File: config.mk
export PLATFORM = sky130hd
export DESIGN_NAME = mcrw_apb
export DESIGN_NICKNAME = d
export VERILOG_FILES = /design/src/design/memory_controller_register_window_assert.svh /design/src/design/mcrw_pkg.sv /design/src/design/mcrw_apb.sv
export SDC_FILE = /design/constraint.sdc
export NUM_CORES = 1
export LEC_CHECK = 0
export BUFFER_PORTS_ARGS = -buffer_cell sky130_fd_sc_hd__buf_4
export CORE_MARGIN = 2
export CORE_UTILIZATION = 38
export CTS_BUF_LIST = sky130_fd_sc_hd__clkbuf_16
export DETAILED_ROUTE_END_ITERATION = 6
export PLACE_DENSITY_LB_ADDON = 0.15
export SYNTH_ARGS = -nofsm -noshare
export SYNTH_HDL_FRONTEND = slang
export SYNTH_SLANG_ARGS = --single-unit
File: constraint.sdc
create_clock -name clk -period 1.8 [get_ports clk]
set_input_delay 0.36 -clock clk [delete_from_list [all_inputs] [get_ports clk]]
set_output_delay 0.36 -clock clk [all_outputs]
set_load 0.02 [all_outputs]
File: src/design/memory_controller_register_window_assert.svh
// Assertion macros for the register window.
`ifndef MEMORY_CONTROLLER_REGISTER_WINDOW_ASSERT_SVH
`define MEMORY_CONTROLLER_REGISTER_WINDOW_ASSERT_SVH

`ifndef SYNTHESIS
`define MCRW_ASSERT_IMP(lbl, clk_i, rstn_i, ante, cons) \
  lbl: assert property (@(posedge clk_i) disable iff (!rstn_i) (ante) |-> (cons)) \
    else $error("mcrw assertion failed");
`define MCRW_ASSERT_NXT(lbl, clk_i, rstn_i, ante, cons) \
  lbl: assert property (@(posedge clk_i) disable iff (!rstn_i) (ante) |=> (cons)) \
    else $error("mcrw assertion failed");
`else
`define MCRW_ASSERT_IMP(lbl, clk_i, rstn_i, ante, cons)
`define MCRW_ASSERT_NXT(lbl, clk_i, rstn_i, ante, cons)
`endif

`endif

File: src/design/mcrw_pkg.sv
`default_nettype none
package mcrw_pkg;

  localparam int unsigned WINDOW_WORDS_DEF = 16384;
  localparam logic [15:0] DEBOUNCE_RESET = 16'd16;

  localparam logic [19:0] CACHE_OP_BYTE     = 20'h0f044;
  localparam logic [19:0] MAP_FIRST_BYTE    = 20'h0f000;
  localparam logic [19:0] MAP_LAST_BYTE     = 20'h0f03c;
  localparam logic [19:0] STATUS_FIRST_BYTE = 20'h04000;
  localparam logic [19:0] STATUS_END_BYTE   = 20'h08000;

  localparam logic [31:0] CACHE_OP_SELF_CLEAR = 32'h0000_0006;
  localparam logic [31:0] CACHE_OP_INVALIDATE = 32'h0000_0004;

  localparam logic CFG_REG_DEBOUNCE = 1'b0;

  typedef enum logic [1:0] {
    ACT_READ       = 2'd0,
    ACT_WRITE      = 2'd1,
    ACT_FLUSH_DONE = 2'd2,
    ACT_NONE       = 2'd3
  } action_t;

  function automatic logic [31:0] size_mask(input logic [2:0] size);
    logic [31:0] m;
    unique case (size)
      3'd1:    m = 32'h0000_00ff;
      3'd2:    m = 32'h0000_ffff;
      default: m = 32'hffff_ffff;
    endcase
    return m;
  endfunction

endpackage
`default_nettype wire

File: src/design/mcrw_apb.sv
`default_nettype none
module mcrw_apb
  import mcrw_pkg::*;
(
  input  wire logic        clk,
  input  wire logic        rst_n,
  input  wire logic        psel,
  input  wire logic        penable,
  input  wire logic        pwrite,
  input  wire logic [2:0]  paddr,
  input  wire logic [31:0] pwdata,
  output logic [31:0]      prdata,
  output logic             pready,
  output logic [15:0]      debounce_ticks
);

  logic [15:0] deb_r;
  logic [15:0] deb_nxt;
  logic        wr_hit;

  assign pready = 1'b1;
  assign wr_hit = psel && penable && pwrite && (paddr[2] == CFG_REG_DEBOUNCE);

  always_comb begin
    deb_nxt = deb_r;
    if (wr_hit) begin
      deb_nxt = pwdata[15:0];
    end
  end

  always_ff @(posedge clk) begin
    if (!rst_n) begin
      deb_r <= DEBOUNCE_RESET;
    end else begin
      deb_r <= deb_nxt;
    end
  end

  assign prdata = (paddr[2] == CFG_REG_DEBOUNCE) ? {16'd0, deb_r} : 32'd0;
  assign debounce_ticks = deb_r;

endmodule
`default_nettype wire

# Word-level counts from Yosys, hierarchy flattened
# Index checks and enable logic that the tools add are counted.
# word_totals
regBits	16
output_inout_bits	49
# op_classes
muxes	1
reduce_logical	3
bitwise	1
# ops
cell	n
$mux 16	1
$logic_and 1x1->1	3
$not 1->1	1

# Longest topological paths before layout
# depth
ltp_word	3
ltp_mapped	4
mapped_depth_nobuf	2

# Least setup slack after synthesis
# OpenSTA, ideal clock, no wires.
# synth_path
path_type	input to output
start	input paddr[2]
end	output prdata[10]
path_slack_ps	567
t_arrival_ps	873
path_stages	2
t_required_ps	1440
path_cell_list	clkbuf_1 > nor2b_1
# synth_via
elab_chain_cells	1
# synth_lines
element	line	source
from (decl)	mcrw_apb.sv:10	input wire logic [2:0] paddr,
$mux 16	mcrw_apb.sv:39	assign prdata = (paddr[2] == CFG_REG_DEBOUNCE) ? {16'd0, deb_r} : 32'd0;
to (decl)	mcrw_apb.sv:12	output logic [31:0] prdata,
# Every way passes these cells.

# Final worst setup path
# layout_path
start	input paddr[2]
end	output prdata[13]
# Same word-level chain as after synthesis.

==> impl_metrics.toml <==
[logic_synthesis]
yosysTopAreaCellShare = 0.351
synth.most_common_cell = "nand2_1"
synth_edf_count = 0
synthArstFlopShare = 0
ys.flop_type = "dfxtp_1"
synthesis.instances = 106
yosysTopAreaCell = "dfxtp_1"
synth_area_leaders = "dfxtp_1 35%, mux2i_1 18%, buf_4 14%"
ys_ff_latch = 16
yosys-top-cells-count = "30 x nand2_1, 17 x buf_4, 16 x dfxtp_1, 16 x mux2i_1, 12 x nor2b_1"
avgSynthCellArea_um2 = 8.60
post_synth_num_cell_types = 11
ys_seq_area_frac = 0.351
synth.cell_area_um2 = 912
synth_warnings = 0

[outcome]
status = "finished, final reports clean"

[critical_path]
critPathMaxFanout = 17
critPathLaunchType = "input port"
arrival_ps = 930
r2r_slack_ps = 1180
crit_required_ps = 1440
path_class = "in2out"
end_kind = "output port"

[drt]
drt_iter0_drc = 3
wl_per_cell_um = 10.2
dr_total_vias = 771
ant_nets = 0
route.detailed.drc = 0
drt-pass1-iter-count = 2
drt-vias-per-instance = 4.21
finalWirelength_um = 1860

[global_routing]
grt_pass1_vias = 646
grt_overflow_total = 0
track_usage = 0.140
grt_pass1_wl_um = 2900
antenna_found_initial = 0
grt_max_degree = 33

[cells_and_area]
layout-drive-gt1-share = 0.406
largest_register_ffs = 16
instances_no_fill = 183
area.growth.synth_to_final_pct = 43.6
fill_cells = 207
diodes = 0
final_nets = 197

[clocking]
cts_tree = "built"
clk_latency_ps = 240
cts_root_buf = "clkbuf_16"
cts_hold_buf = 0
postCtsSetupBuffers = 0
cts.sinks = 16
cts_buffers = 3
cts.clk_slew.worst_paths_ps = 50
cts_resized = 0
htree_levels = 1
clock_path_buffers = 2

[sta]
fmax_mhz = 778
setup_viol = 0
hold_violations = 0
finClkSkew_ps = 0
finalSetupTns_ps = 0
timing.final.max_slew_violations = 0
rsz0062_at_grt = "false"
layout_min_cycle_time_ps = 1290
min_period_over_period = 0.714

[power]
power_frac_seq = 0.398
vdd_drop_max_mv = 0.383
total_power_mw = 0.926
swShare = 0.228
power_frac_comb = 0.158
p_switching_mw = 0.211
internal_power_mw = 0.715
p_leak_nw = 0.649
powerDensity_nw_per_um2 = 707
clkPwrFrac = 0.444

[flow_run]
max-cap-violations = 0

[floorplan]
initial_utilization = 0.408
pin_count = 89
fp.dieH_um = 53.0
die_area_um2 = 2810
rows = 17
coreArea_um2 = 2230
fp.dieW_um = 53.0

[placement]
dp.cells = 180
place_congestion = 0.700
port_buffers = 53
dp_hpwl_um = 1430

[min_path]
holdCritPathClass = "in2reg"
[worst max-delay path, stage by stage]
cell and delay (ps):
buf_4 180, and2b_2 230, buf_4 150
[per-layer routing]
| metal | wire, um | up-vias | global-route usage |
|---|---|---|---|
| li1 | - | 394 | - |
| met1 | 795 | 339 | 0.165 |
| met2 | 876 | 38 | 0.250 |
| met3 | 189 | 0 | 0.0452 |
| met4 | 0 | 0 | 0.0256 |
| met5 | 0 | - | 0 |
[cell usage in the layout (no fill, tap or decap)]
master	instances
buf_4	54
nand2_1	30
conb_1	17
mux2i_1	16
dfxtp_1	16
nor2b_1	12
and2b_2	6
clkbuf_16	3
and4b_1	1
[final timing paths]
check	end	depth (start not counted)	start
worst max-delay path	prdata[13]	3	paddr[2]
worst min-delay path	debounce_ticks[0]	3	pwdata[0]
worst min register to register	debounce_ticks[0]	2	debounce_ticks[0]
worst max register to register	debounce_ticks[2]	2	debounce_ticks[2]
[kinds of logic (layout without fill, tap and decap cells)]
family	Yosys count	after routing	share of synthesized area
buf+inv	23	57	0.191
mux	16	16	0.176
other cells	2	17	0.00823
flops	16	16	0.351
simple gates	49	49	0.274
[power by group through the flow]
stage | logic, mW | registers (mW) | clock network [mW]
6_report | 0.146 | 0.369 | 0.411
5_1_grt | 0.159 | 0.369 | 0.444
4_1_cts | 0.147 | 0.369 | 0.425
3_5_place_dp | 0.147 | 0.375 | 0
3_3_place_gp | 0.145 | 0.375 | 0
2_1_floorplan | 0.107 | 0.384 | 0
[cell type report]
cell class | count | area, um2 | share of cell area
clock buffer | 3 | 75.1 | 0.0573
tap | 28 | 35.0 | 0.0267
timing repair buffer | 54 | 405 | 0.309
sequential | 16 | 320 | 0.245
multi-input combinational | 82 | 474 | 0.362
[stage by stage]
step	instance area [um2]	util	worst slack [ps]	hold slack, ps
CTS	1310	0.587	503	373
floorplan	968	-	567	502
global placement	1230	0.553	444	453
finish	1310	0.587	514	373
detailed placement	1230	0.553	409	464
global route	1310	0.587	466	382
No activity file was read; power rests on OpenSTA's default activity.
